`config.mk`:
```
export PLATFORM = sky130hd
export DESIGN_NAME = radar_target_frame_parser
export DESIGN_NICKNAME = d
export VERILOG_FILES = /design/src/rtl/core/rtfp_pkg.sv /design/src/rtl/core/radar_target_frame_parser.sv
export SDC_FILE = /design/constraint.sdc
export NUM_CORES = 1
export LEC_CHECK = 0
export BUFFER_PORTS_ARGS = -buffer_cell sky130_fd_sc_hd__buf_2
export CAP_MARGIN = 40
export CORE_MARGIN = 5
export CORE_UTILIZATION = 55
export CTS_BUF_LIST = sky130_fd_sc_hd__clkbuf_4 sky130_fd_sc_hd__clkbuf_8 sky130_fd_sc_hd__clkbuf_16
export DETAILED_ROUTE_END_ITERATION = 8
export PLACE_DENSITY = 0.79
export SYNTH_ARGS = -nofsm -noshare
export SYNTH_HDL_FRONTEND = slang
export SYNTH_SLANG_ARGS = --single-unit
```
`constraint.sdc`:
```
create_clock -name clock -period 6.42 [get_ports clock]
set_clock_uncertainty 0.15 [all_clocks]
set_input_delay 0.963 -clock clock [delete_from_list [all_inputs] [get_ports clock]]
set_output_delay 0.963 -clock clock [all_outputs]
set_load 0.1 [all_outputs]
```
`src/rtl/core/rtfp_pkg.sv`:
```
// ----------------------------------------------------------------------------
// Radar target frame parser package
// Sizes, command, status and register codes shared by the parser.
// ----------------------------------------------------------------------------
package rtfp_pkg;

   localparam int unsigned FRAME_BYTES = 64;
   localparam int unsigned MAX_TARGETS = 8;
   localparam int unsigned HDR_BYTES   = 5;
   localparam int unsigned TGT_BYTES   = 4;

   localparam int unsigned POS_W     = $clog2(FRAME_BYTES);
   localparam int unsigned MAX_PLEN  = FRAME_BYTES - 3;
   localparam int unsigned TGT_START = HDR_BYTES + 2;
   localparam int unsigned TGT_END   = TGT_START + TGT_BYTES * MAX_TARGETS;
   localparam int unsigned TGT_IDX_W = (MAX_TARGETS > 1) ? $clog2(MAX_TARGETS) : 1;
   localparam int unsigned TGT_OFF_W = TGT_IDX_W + 2;
   localparam int unsigned CNT_W     = $clog2(MAX_TARGETS + 1);
   localparam int unsigned TGT_W     = 8 * TGT_BYTES;

   localparam logic [7:0] ERR_LIMIT_RST = 8'd20;

   typedef enum logic [1:0] {
      CMD_FEED  = 2'd0,
      CMD_ABORT = 2'd1,
      CMD_CLEAR = 2'd2,
      CMD_NONE  = 2'd3
   } cmd_type;

   typedef enum logic [1:0] {
      ST_OK       = 2'd0,
      ST_CHECKSUM = 2'd1,
      ST_TYPE     = 2'd2,
      ST_LENGTH   = 2'd3
   } status_type;

   typedef enum logic [1:0] {
      REG_HEADER = 2'd0,
      REG_TYPE   = 2'd1,
      REG_LIMIT  = 2'd2,
      REG_SPARE  = 2'd3
   } reg_index_type;

endpackage

```
`src/rtl/core/radar_target_frame_parser.sv`:
```
// ----------------------------------------------------------------------------
// Radar target frame parser
// Finds framed radar packets in a byte stream, checks them and emits one
// record per target, an empty record or an error record per frame.
// ----------------------------------------------------------------------------
// Each transaction on the request channel carries one byte or command and
// is taken while the result register is free and no targets are pending.
// The byte that ends a frame yields its record at once for an error or an
// empty frame; for a good frame with N targets the parser then stops taking
// requests until all N are sent, each read from the target store (S_FETCH)
// and loaded into the result register (S_SEND, held while it is full).
// Statistics in every record are those after the frame that produced it.
module radar_target_frame_parser (
   input  logic                 clock,
   input  logic                 reset,
   input  logic                 req_valid,
   output logic                 req_ready,
   input  logic [1:0]           req_cmd,
   input  logic [7:0]           req_rx_byte,
   output logic                 rsp_valid,
   input  logic                 rsp_ready,
   output logic [1:0]           rsp_status,
   output logic [3:0]           rsp_object_count,
   output logic [15:0]          rsp_reserved_word,
   output logic                 rsp_target_valid,
   output logic [7:0]           rsp_distance,
   output logic signed [7:0]    rsp_angle,
   output logic signed [7:0]    rsp_speed,
   output logic [7:0]           rsp_target_id,
   output logic                 rsp_last,
   output logic [31:0]          rsp_frames_total,
   output logic [31:0]          rsp_frames_bad,
   output logic                 rsp_resync_request,
   input  logic                 csr_valid,
   output logic                 csr_ready,
   input  logic [1:0]           csr_index,
   input  logic [7:0]           csr_wdata
);
   import rtfp_pkg::*;

   typedef enum logic [1:0] {P_HUNT, P_LEN, P_DATA, P_SPARE} phase_type;
   typedef enum logic [1:0] {S_RUN, S_FETCH, S_SEND} state_type;

   logic [7:0]           hdr_ff, type_code_ff, limit_ff;
   state_type            state_ff, state_in;
   phase_type            phase_ff, phase_in;
   logic [POS_W-1:0]     pos_ff, pos_in, len_ff, len_in;
   logic [7:0]           sum_ff, sum_in;
   logic [7:0]           type_ff, type_in, cnt_lo_ff, cnt_lo_in, cnt_hi_ff, cnt_hi_in;
   logic [7:0]           resv_lo_ff, resv_lo_in, resv_hi_ff, resv_hi_in;
   logic [31:0]          seen_ff, seen_in, bad_ff, bad_in;
   logic [7:0]           run_ff, run_in;
   logic [TGT_IDX_W-1:0] rd_idx_ff, rd_idx_in;
   logic [CNT_W-1:0]     count_ff, count_in;

   logic                 rsp_valid_ff, rsp_valid_in;
   logic [1:0]           status_ff, status_in;
   logic [3:0]           obj_ff, obj_in;
   logic [15:0]          resv_ff, resv_in;
   logic                 tvalid_ff, tvalid_in;
   logic [TGT_W-1:0]     tgt_ff, tgt_in;
   logic                 last_ff, last_in;
   logic [31:0]          total_ff, total_in, fbad_ff, fbad_in;
   logic                 resync_ff, resync_in;
   logic                 load;

   logic [TGT_W-1:0]     mem [MAX_TARGETS];
   logic [TGT_W-1:0]     mem_q_ff;
   logic                 mem_we;
   logic [TGT_OFF_W-1:0] tgt_off;

   logic                 out_free;
   logic [7:0]           b;
   logic [7:0]           type_b;
   logic [15:0]          cnt16;
   logic [CNT_W-1:0]     clamp;
   logic [31:0]          seen_n, bad_n;
   logic [7:0]           run_n, lim;
   status_type           status_c;
   logic                 is_last;

   assign out_free  = !rsp_valid_ff || rsp_ready;
   assign req_ready = (state_ff == S_RUN) && out_free;
   assign csr_ready = 1'b1;
   assign b         = req_rx_byte;
   assign tgt_off   = TGT_OFF_W'(32'(pos_ff) - TGT_START);
   assign cnt16     = {cnt_hi_ff, cnt_lo_ff};
   assign clamp     = (32'(cnt16) > MAX_TARGETS) ? CNT_W'(MAX_TARGETS) : CNT_W'(cnt16);
   assign type_b    = (32'(pos_ff) == 2) ? b : type_ff;
   assign seen_n    = seen_ff + 32'd1;
   assign bad_n     = bad_ff + 32'd1;
   assign run_n     = run_ff + 8'd1;
   assign lim       = (limit_ff == 8'd0) ? 8'd1 : limit_ff;
   assign is_last   = (CNT_W'(rd_idx_ff) + CNT_W'(1)) == count_ff;

   always_comb begin
      if (sum_ff != b) begin
         status_c = ST_CHECKSUM;
      end else if (type_b != type_code_ff) begin
         status_c = ST_TYPE;
      end else if (32'(len_ff) < HDR_BYTES ||
                   32'(len_ff) != HDR_BYTES + TGT_BYTES * 32'(clamp)) begin
         status_c = ST_LENGTH;
      end else begin
         status_c = ST_OK;
      end
   end

   always_comb begin
      state_in     = state_ff;
      phase_in     = phase_ff;
      pos_in       = pos_ff;
      len_in       = len_ff;
      sum_in       = sum_ff;
      type_in      = type_ff;
      cnt_lo_in    = cnt_lo_ff;
      cnt_hi_in    = cnt_hi_ff;
      resv_lo_in   = resv_lo_ff;
      resv_hi_in   = resv_hi_ff;
      seen_in      = seen_ff;
      bad_in       = bad_ff;
      run_in       = run_ff;
      rd_idx_in    = rd_idx_ff;
      count_in     = count_ff;
      rsp_valid_in = rsp_valid_ff && !rsp_ready;
      load         = 1'b0;
      status_in    = ST_OK;
      obj_in       = 4'd0;
      resv_in      = 16'd0;
      tvalid_in    = 1'b0;
      tgt_in       = '0;
      last_in      = 1'b1;
      total_in     = seen_ff;
      fbad_in      = bad_ff;
      resync_in    = 1'b0;
      mem_we       = 1'b0;

      unique case (state_ff)
         S_RUN: begin
            if (req_valid && req_ready) begin
               unique case (req_cmd)
                  CMD_ABORT: phase_in = P_HUNT;
                  CMD_CLEAR: begin
                     seen_in = 32'd0;
                     bad_in  = 32'd0;
                  end
                  CMD_FEED: begin
                     unique case (phase_ff)
                        P_HUNT: begin
                           if (b == hdr_ff) begin
                              sum_in   = b;
                              pos_in   = POS_W'(1);
                              phase_in = P_LEN;
                           end
                        end
                        P_LEN: begin
                           if (32'(b) > MAX_PLEN) begin
                              phase_in = P_HUNT;
                           end else begin
                              len_in   = POS_W'(b);
                              sum_in   = sum_ff + b;
                              pos_in   = POS_W'(2);
                              phase_in = P_DATA;
                           end
                        end
                        P_DATA: begin
                           unique case (32'(pos_ff))
                              2:       type_in    = b;
                              3:       cnt_lo_in  = b;
                              4:       cnt_hi_in  = b;
                              5:       resv_lo_in = b;
                              6:       resv_hi_in = b;
                              default: ;
                           endcase
                           mem_we = (32'(pos_ff) >= TGT_START) && (32'(pos_ff) < TGT_END);
                           if (pos_ff == len_ff + POS_W'(2)) begin
                              phase_in = P_HUNT;
                              seen_in  = seen_n;
                              if (status_c != ST_OK) begin
                                 bad_in       = bad_n;
                                 load         = 1'b1;
                                 rsp_valid_in = 1'b1;
                                 status_in    = status_c;
                                 total_in     = seen_n;
                                 fbad_in      = bad_n;
                                 if (run_n >= lim) begin
                                    run_in    = 8'd0;
                                    resync_in = 1'b1;
                                 end else begin
                                    run_in = run_n;
                                 end
                              end else begin
                                 run_in = 8'd0;
                                 if (clamp == '0) begin
                                    load         = 1'b1;
                                    rsp_valid_in = 1'b1;
                                    resv_in      = {resv_hi_ff, resv_lo_ff};
                                    total_in     = seen_n;
                                 end else begin
                                    count_in  = clamp;
                                    rd_idx_in = '0;
                                    state_in  = S_FETCH;
                                 end
                              end
                           end else begin
                              sum_in = sum_ff + b;
                              pos_in = pos_ff + POS_W'(1);
                           end
                        end
                        default: phase_in = P_HUNT;
                     endcase
                  end
                  default: ;
               endcase
            end
         end
         S_FETCH: state_in = S_SEND;
         S_SEND: begin
            if (out_free) begin
               load         = 1'b1;
               rsp_valid_in = 1'b1;
               obj_in       = 4'(count_ff);
               resv_in      = {resv_hi_ff, resv_lo_ff};
               tvalid_in    = 1'b1;
               tgt_in       = mem_q_ff;
               last_in      = is_last;
               if (is_last) begin
                  state_in = S_RUN;
               end else begin
                  rd_idx_in = rd_idx_ff + TGT_IDX_W'(1);
                  state_in  = S_FETCH;
               end
            end
         end
         default: state_in = S_RUN;
      endcase
   end

   always_ff @(posedge clock) begin
      if (mem_we) begin
         mem[tgt_off[TGT_OFF_W-1:2]][{tgt_off[1:0], 3'b000} +: 8] <= b;
      end
      mem_q_ff <= mem[rd_idx_ff];
   end

   always_ff @(posedge clock) begin
      if (reset) begin
         hdr_ff       <= 8'd0;
         type_code_ff <= 8'd0;
         limit_ff     <= ERR_LIMIT_RST;
         state_ff     <= S_RUN;
         phase_ff     <= P_HUNT;
         pos_ff       <= '0;
         len_ff       <= '0;
         seen_ff      <= 32'd0;
         bad_ff       <= 32'd0;
         run_ff       <= 8'd0;
         rd_idx_ff    <= '0;
         count_ff     <= '0;
         rsp_valid_ff <= 1'b0;
      end else begin
         if (csr_valid && csr_ready) begin
            unique case (csr_index)
               REG_HEADER: hdr_ff       <= csr_wdata;
               REG_TYPE:   type_code_ff <= csr_wdata;
               REG_LIMIT:  limit_ff     <= csr_wdata;
               default:    ;
            endcase
         end
         state_ff     <= state_in;
         phase_ff     <= phase_in;
         pos_ff       <= pos_in;
         len_ff       <= len_in;
         seen_ff      <= seen_in;
         bad_ff       <= bad_in;
         run_ff       <= run_in;
         rd_idx_ff    <= rd_idx_in;
         count_ff     <= count_in;
         rsp_valid_ff <= rsp_valid_in;
      end
      sum_ff     <= sum_in;
      type_ff    <= type_in;
      cnt_lo_ff  <= cnt_lo_in;
      cnt_hi_ff  <= cnt_hi_in;
      resv_lo_ff <= resv_lo_in;
      resv_hi_ff <= resv_hi_in;
      if (load) begin
         status_ff <= status_in;
         obj_ff    <= obj_in;
         resv_ff   <= resv_in;
         tvalid_ff <= tvalid_in;
         tgt_ff    <= tgt_in;
         last_ff   <= last_in;
         total_ff  <= total_in;
         fbad_ff   <= fbad_in;
         resync_ff <= resync_in;
      end
   end

   assign rsp_valid          = rsp_valid_ff;
   assign rsp_status         = status_ff;
   assign rsp_object_count   = obj_ff;
   assign rsp_reserved_word  = resv_ff;
   assign rsp_target_valid   = tvalid_ff;
   assign rsp_distance       = tgt_ff[7:0];
   assign rsp_angle          = $signed(tgt_ff[15:8]);
   assign rsp_speed          = $signed(tgt_ff[23:16]);
   assign rsp_target_id      = tgt_ff[31:24];
   assign rsp_last           = last_ff;
   assign rsp_frames_total   = total_ff;
   assign rsp_frames_bad     = fbad_ff;
   assign rsp_resync_request = resync_ff;

   // An error transaction always closes its frame and carries no target.
   a_error_record: assert property (@(posedge clock) disable iff (reset)
      rsp_valid && rsp_status != ST_OK |-> rsp_last && !rsp_target_valid)
      else $error("error record without last or with a target");

   a_resync_on_error: assert property (@(posedge clock) disable iff (reset)
      rsp_valid && rsp_resync_request |-> rsp_status != ST_OK)
      else $error("resync request on a good record");

   a_emit_index: assert property (@(posedge clock) disable iff (reset)
      state_ff != S_RUN |-> CNT_W'(rd_idx_ff) < count_ff)
      else $error("target read index beyond the frame count");

   a_target_count: assert property (@(posedge clock) disable iff (reset)
      rsp_valid && rsp_target_valid |-> rsp_object_count != 4'd0)
      else $error("target record with a zero object count");

endmodule
```
==> impl_metrics.py, run 1 <==
metrics = {
    "floorplan": {
        "core-area_um2": 44300,
        "fp.dieH_um": 222,
        "fp.dieW_um": 222,
        "io_pins": 149,
        "placementRows": 77,
        "initial_utilization": 0.557,
        "dieArea_um2": 49200,
    },
    "worst_setup_path": {
        "worstPathMaxFanout": 107,
        "cpMaxStageDelayCell": "or4_1",
        "crit_buf_inv": 1,
        "cpPeakStageDelay_ps": 590,
        "worstSetupPathType": "flip-flop to flip-flop",
        "crit_chain": "or4_1, nor4_4, nand2_1, ha_1, or3_1, a221o_1, nor4_4, nand4_4, o31ai_4, nand2_8, buf_16",
        "cp-end-kind": "flip-flop",
        "cp_common_cell": "nor4_4",
        "worstPathRequired_ps": 6540,
        "crit_family": "simple AND/OR/NAND/NOR gates",
        "crit_arrival_ps": 5000,
        "startpoint_type": "flip-flop",
    },
    "timing": {
        "max_freq_ghz": 0.205,
        "finalSetupTns_ps": 0,
        "worst_slew_pin_slew_ps": 927,
        "setup_viol_count_final": 0,
        "timing.final.crit_period_ps": 4890,
        "fin_ws_ps": 1530,
        "fin_crit_sh": 0.761,
        "slew_headroom": 0.380,
        "hold_viol_final": 0,
        "report.final.slew_viol_count": 0,
        "rsz0062_at_grt": "no",
    },
    "logic_synthesis": {
        "yosysSeqAreaShare": 0.641,
        "syn_inst": 1845,
        "ys.flop_type": "edfxtp_1",
        "yosys_warnings": 0,
        "syn_area_um2": 24700,
        "synth_top_area_cell": "edfxtp_1",
        "synth-edff-count": 425,
        "synth_area_leaders": "edfxtp_1 (52%), dfxtp_1 (12%), mux4_2 (5.8%)",
        "ys_ff_latch": 577,
        "postSynthAreaPerCell_um2": 13.4,
        "synth_fp_nets": 1903,
        "async_reset_ff_frac": 0,
        "yosysTopAreaCellShare": 0.517,
        "yosys.cell_types.count": 75,
    },
    "clocking": {
        "cts.path.max_buffers": 3,
        "tritoncts": "built",
        "post_cts_buffers": 0,
        "cts.htree.levels": 2,
        "cts_root_buf": "clkbuf_16",
        "cts.sinks": 577,
        "clkLatencyLatePin_ps": 610,
        "cts_buffers": 56,
        "clk_pin_slew_ps": 60,
        "cts_resized": 0,
        "cts_hold_buffers": 0,
    },
    "drt": {
        "firstDrtPassIters": 6,
        "avgViaCountPerCell": 5.91,
        "vias": 15500,
        "route.detailed.drc": 0,
        "drt-initial-drc-count": 1570,
        "wl_mm": 55.1,
        "ant_nets": 0,
        "wl_per_cell_um": 21.0,
    },
    "placed_design": {
        "io_buffer_count": 147,
        "dpl.cell_count": 2513,
        "gp_congestion": 0.875,
        "dp_hpwl_mm": 35.7,
        "pre_cts_ws_ps": 1600,
    },
    "final_layout": {
        "finalNonFillerCells": 2621,
        "nets": 2039,
        "drive_gt1_frac": 0.212,
        "utilization": 0.634,
        "antenna_cells": 0,
        "synthToLayoutAreaGrowth_pct": 13.9,
        "n_fill_cell": 3186,
    },
    "outcome": {
        "run_status": "completed",
    },
    "power": {
        "power_density_nw_per_um2": 271,
        "p_int_w": 0.00612,
        "vdd_drop_max_uv": 211,
        "pwr-share-seq": 0.520,
        "power.leakage_nw": 9.40,
        "combPwrFrac": 0.017,
        "power.net_switching_w": 0.00151,
        "swShare": 0.198,
        "clkPwrFrac": 0.463,
    },
    "grt": {
        "grt.overflow.total": 0,
        "antenna_found_initial": 1,
        "grt_use_total": 0.219,
        "grt_pass1_vias": 15500,
        "grt_pass1_wl_mm": 86.9,
        "grt_max_degree": 108,
    },
    "job": {
        "drv_cap": 0,
    },
    "worst_hold_path": {
        "worst_hold_path_type": "flip-flop to flip-flop",
    },
}
## metrics by stage
step           area, um2  power, W  hold WS, ps
6_report           28100   0.00763          312
5_1_grt            28100   0.00784          333
4_1_cts            28100   0.00767          315
3_5_place_dp       26100   0.00418          305
2_1_floorplan      24700   0.00413          280
3_3_place_gp       25900   0.00417          290
## layer usage
layer | vias to the layer above | share of wire | GRT usage
li1 | 7106 | - | -
met1 | 7650 | 0.39 | 0.285
met2 | 602 | 0.50 | 0.373
met3 | 127 | 0.077 | 0.0440
met4 | 4 | 0.031 | 0.0710
met5 | - | 0.0019 | 0.0147
## cell families after synthesis
| logic type | share of synthesized area |
|---|---|
| compound gates | 0.0544 |
| xor+xnor | 0.0444 |
| fa+ha+maj | 0.0170 |
| buf+inv | 0.0235 |
| flops | 0.641 |
| mux | 0.0918 |
| other cells | 0.000152 |
| simple gates | 0.128 |
## tightest hold or removal path, delay by kind of cell, from the launching register on
family           cells  cell delay [ps]
and+or+nand+nor      2              100
DFF                  1              320
## power by group through the flow
stage	logic (W)	registers, W	clock network, W
final	0.000128	0.00397	0.00353
after global routing	0.000137	0.00397	0.00374
after CTS	0.000126	0.00397	0.00357
after detailed placement	0.000124	0.00405	0
after global placement	0.000121	0.00405	0
after floorplan	0.0000810	0.00405	0
## sequential cells by signal (all words and copies together), names as in the netlist, 8 cells and up
| name | count |
|---|---|
| rsp_reserved_word | 16 |
| run_ff | 8 |
| mem | 256 |
| rsp_frames_total | 32 |
| type_ff | 8 |
| bad_ff | 32 |
| type_code_ff | 8 |
| hdr_ff | 8 |
| cnt_lo_ff | 8 |
| resv_hi_ff | 8 |
| limit_ff | 8 |
| cnt_hi_ff | 8 |
| resv_lo_ff | 8 |
| seen_ff | 32 |
| rsp_frames_bad | 32 |
| mem_q_ff | 32 |
| sum_ff | 8 |
| tgt_ff | 32 |
## worst paths after layout
kind,cells past startpoint,from,slack (ps),end
worst max register to register,11,cnt_hi_ff[0],1530,tgt_ff[29]
worst max-delay path,11,cnt_hi_ff[0],1530,tgt_ff[29]
worst min register to register,2,run_ff[7],310,run_ff[7]
worst min-delay path,2,run_ff[7],310,run_ff[7]
## area by class of cell
type	instances	area [um2]	share of cell area
Sequential cell	577	15800	0.563
Multi-Input combinational cell	1122	8320	0.296
Inverter	40	150	0.00534
Tap cell	592	741	0.0264
Timing Repair Buffer	184	1070	0.0381
Clock inverter	37	474	0.0169
Clock buffer	69	1540	0.0546
## synthesized netlist by cell type (all sizes together), types with 6 or more instances
cell / count
a311oi: 6
nand2b: 14
xor2: 46
buf: 15
xnor2: 79
edfxtp: 425
nand2: 135
nor2b: 9
mux2: 43
or3: 9
dfxtp: 152
a211o: 6
nand3: 55
a21o: 9
o2111ai: 7
ha: 32
inv: 40
or2: 11
nor2: 197
mux4: 64
or4: 12
nand4: 25
o31ai: 10
nor3: 43
nor4: 19
o211ai: 16
a31oi: 16
clkbuf: 91
mux2i: 34
and3: 59
o21ai: 34
a21oi: 43
and2: 32
## placed cells by master (no fill, tap or decap), drive strengths merged, types with 46 or more instances in the layout
| cell | n |
|---|---|
| nand3 | 55 |
| buf | 184 |
| nand2 | 135 |
| mux4 | 64 |
| xor2 | 46 |
| clkbuf | 69 |
| edfxtp | 425 |
| and3 | 59 |
| xnor2 | 79 |
| nor2 | 197 |
| dfxtp | 152 |
Power figures use the tool's default switching activity.
==> inputs of run 2 (changes only) <==
ABC_AREA = 1   (was not set)
clock period = 4.15 ns   (was 6.42 ns; I/O delays follow)
==> run 2 against run 1 <==
  * Area after synthesis increased by 1.5%
  * Flip-flop and latch count did not move
  * Sequential share of layout area decreased by 0.74 points
  * Final area rose by 1.3%
  * Highest routed layer is now met4
==> impl_metrics.py, run 2 <==
metrics = {
    "outcome": {
        "run_status": "completed",
    },
    "logic_synthesis": {
        "ys_ff_latch": 577,
        "yosys_warnings": 0,
        "syn_area_um2": 25000,
        "async_reset_ff_frac": 0,
        "synth_top_area_cell": "edfxtp_1",
        "yosysSeqAreaShare": 0.631,
        "synth_area_leaders": "edfxtp_1 (51%), dfxtp_1 (12%), nor2_1 (6.6%)",
        "synth-edff-count": 425,
        "postSynthAreaPerCell_um2": 10.1,
        "synth_fp_nets": 2546,
        "ys.flop_type": "edfxtp_1",
        "synthTopCellsByCount": "nor2_1 (440), edfxtp_1 (425), nand2_1 (361)",
        "yosysMostFrequentCell": "nor2_1",
        "yosysTopAreaCellShare": 0.510,
        "yosys.cell_types.count": 53,
        "syn_inst": 2488,
    },
    "placed_design": {
        "dp_hpwl_mm": 39.1,
        "io_buffer_count": 147,
        "gp_congestion": 0.945,
        "pre_cts_ws_ps": 224,
        "placed_area_um2": 26500,
    },
    "timing": {
        "timing.final.crit_period_ps": 3750,
        "report.final.slew_viol_count": 0,
        "finalSetupTns_ps": 0,
        "rsz0062_at_grt": "no",
        "worst_slew_pin_slew_ps": 917,
        "hold_viol_final": 0,
        "slew_headroom": 0.387,
        "fin_crit_sh": 0.903,
        "fin_ws_ps": 403,
        "max_freq_ghz": 0.267,
        "fin_hold_ws_ps": 145,
        "setup_viol_count_final": 0,
    },
    "worst_setup_path": {
        "r2r-start": "cnt_hi_ff[6]",
        "cpPeakStageDelay_ps": 350,
        "crit_arrival_ps": 3830,
        "cpMaxStageDelayCell": "edfxtp_1",
        "worstPathRequired_ps": 4240,
        "worstSetupPathType": "flip-flop to flip-flop",
        "crit_family": "simple AND/OR/NAND/NOR gates",
        "cp_common_cell": "nor2_1",
        "cp-end-kind": "flip-flop",
        "r2r_cells": 16,
        "crit_chain": "nor2_1, nand2_1, nor2_1, nand3_1, nor3_1, inv_1, ha_1, a21oi_1, o2111ai_1, nor2_1, nand2_1, nor2_2, nand4_2, nand2_2, nand2_4, buf_4",
        "r2r_end": "tgt_ff[8]",
        "r2r_setup_slack_ps": 400,
        "crit_buf_inv": 2,
        "startpoint_type": "flip-flop",
        "worstPathMaxFanout": 63,
    },
    "floorplan": {
        "initial_utilization": 0.554,
        "dieArea_um2": 49900,
        "core-area_um2": 45200,
        "fp.dieH_um": 223,
        "placementRows": 78,
        "fp.dieW_um": 223,
        "io_pins": 149,
    },
    "power": {
        "power_density_nw_per_um2": 412,
        "vdd_drop_max_uv": 292,
        "power.leakage_nw": 10.7,
    },
    "grt": {
        "grt_pass1_vias": 17700,
        "grt_pass1_wl_mm": 93.7,
        "grt_max_degree": 71,
        "antenna_found_initial": 1,
        "grt_use_total": 0.230,
        "grt.overflow.total": 0,
    },
    "final_layout": {
        "antenna_cells": 0,
        "layout_commonest_cell": "nor2_1",
        "final_cell_mix": "nor2_1 (439), edfxtp_1 (425), nand2_1 (359)",
        "fin_area_um2": 28500,
        "nets": 2699,
        "utilization": 0.630,
        "synthToLayoutAreaGrowth_pct": 13.7,
        "drive_gt1_frac": 0.135,
        "n_fill_cell": 3418,
        "largest_register_ffs": 256,
    },
    "drt": {
        "firstDrtPassIters": 6,
        "vias": 18600,
        "wl_per_cell_um": 18.1,
        "wl_mm": 59.4,
        "ant_nets": 0,
        "avgViaCountPerCell": 5.67,
        "route.detailed.drc": 0,
        "drt-initial-drc-count": 1921,
    },
    "clocking": {
        "cts.sinks": 577,
        "post_cts_buffers": 0,
        "cts_buffers": 55,
        "cts_root_buf": "clkbuf_16",
        "clkLatencyLatePin_ps": 600,
        "clk_pin_slew_ps": 60,
        "cts.htree.levels": 2,
        "cts_hold_buffers": 0,
        "tritoncts": "built",
        "cts.path.max_buffers": 3,
        "cts_resized": 0,
    },
    "worst_hold_path": {
        "whs_path_depth": 3,
        "whs_endpoint": "hdr_ff[0]",
        "worst_hold_path_type": "input port to flip-flop",
        "worstHoldStart": "csr_wdata[0]",
    },
    "job": {
        "drv_cap": 0,
    },
}
[run 2: kinds of logic after synthesis]
family,after synthesis,synth area share
AND/OR/NAND/NOR,1002,0.173
AO/OA/AOI/OAI,479,0.103
other,1,0.000150
XOR/XNOR,71,0.0248
buffers and inverters,325,0.0510
flip-flops,577,0.631
adder cells (fa/ha/maj),33,0.0168
[run 2: worst reg2reg max path, delay by kind of cell (launching register included)]
family | cells | cell delay (ps)
AOI/OAI and AO/OA | 2 | 270
DFF | 1 | 350
adders and majority gates | 1 | 310
and+or+nand+nor | 11 | 1790
buffers and inverters | 2 | 440
[run 2: area by class of cell]
class                   count  area [um2]  share of cell area
flip-flops and latches    577       15800               0.555
repair buffers            203        1160              0.0409
inverters                 218         818              0.0287
well taps                 600         751              0.0264
clock inverters            20         259             0.00909
multi-input cells        1586        7980               0.280
clock buffers              84        1700              0.0596
[run 2: layer usage]
metal | up-vias | wire length, um | share of wire | GRT usage
li1 | 8804 | - | - | -
met1 | 8870 | 24700 | 0.42 | 0.323
met2 | 824 | 28100 | 0.47 | 0.367
met3 | 151 | 4600 | 0.077 | 0.0371
met4 | 0 | 2010 | 0.034 | 0.0848
met5 | - | 0 | 0 | 0
[run 2: worst max path at each step]
stage	from	endpoint	slack, ps	cells past startpoint
6_report	cnt_hi_ff[6]	tgt_ff[8]	400	16
2_1_floorplan	rsp_valid	mem[0][0]	150	11
3_3_place_gp	cnt_hi_ff[5]	rsp_frames_total[23]	440	18
4_1_cts	cnt_hi_ff[3]	rsp_frames_total[25]	230	18
5_1_grt	cnt_hi_ff[4]	tgt_ff[10]	70	16
3_5_place_dp	cnt_hi_ff[6]	rsp_frames_total[25]	220	18
[run 2: where the power goes]
group	internal, W	switching (W)	total, W	leakage (nW)
sequential	0.00615	0.0000162	0.00617	5.29
clock	0.00320	0.00210	0.00530	0.980
combinational	0.0000674	0.000187	0.000255	4.43
total	0.00942	0.00231	0.0117	10.7
[run 2: metrics by stage]
| step | std cells | total power (W) |
|---|---|---|
| 2_1_floorplan | 2488 | 0.00644 |
| 3_3_place_gp | 3183 | 0.00653 |
| 3_5_place_dp | 3183 | 0.00654 |
| 4_1_cts | 3287 | 0.0118 |
| 5_1_grt | 3288 | 0.0121 |
| 6_report | 3288 | 0.0117 |
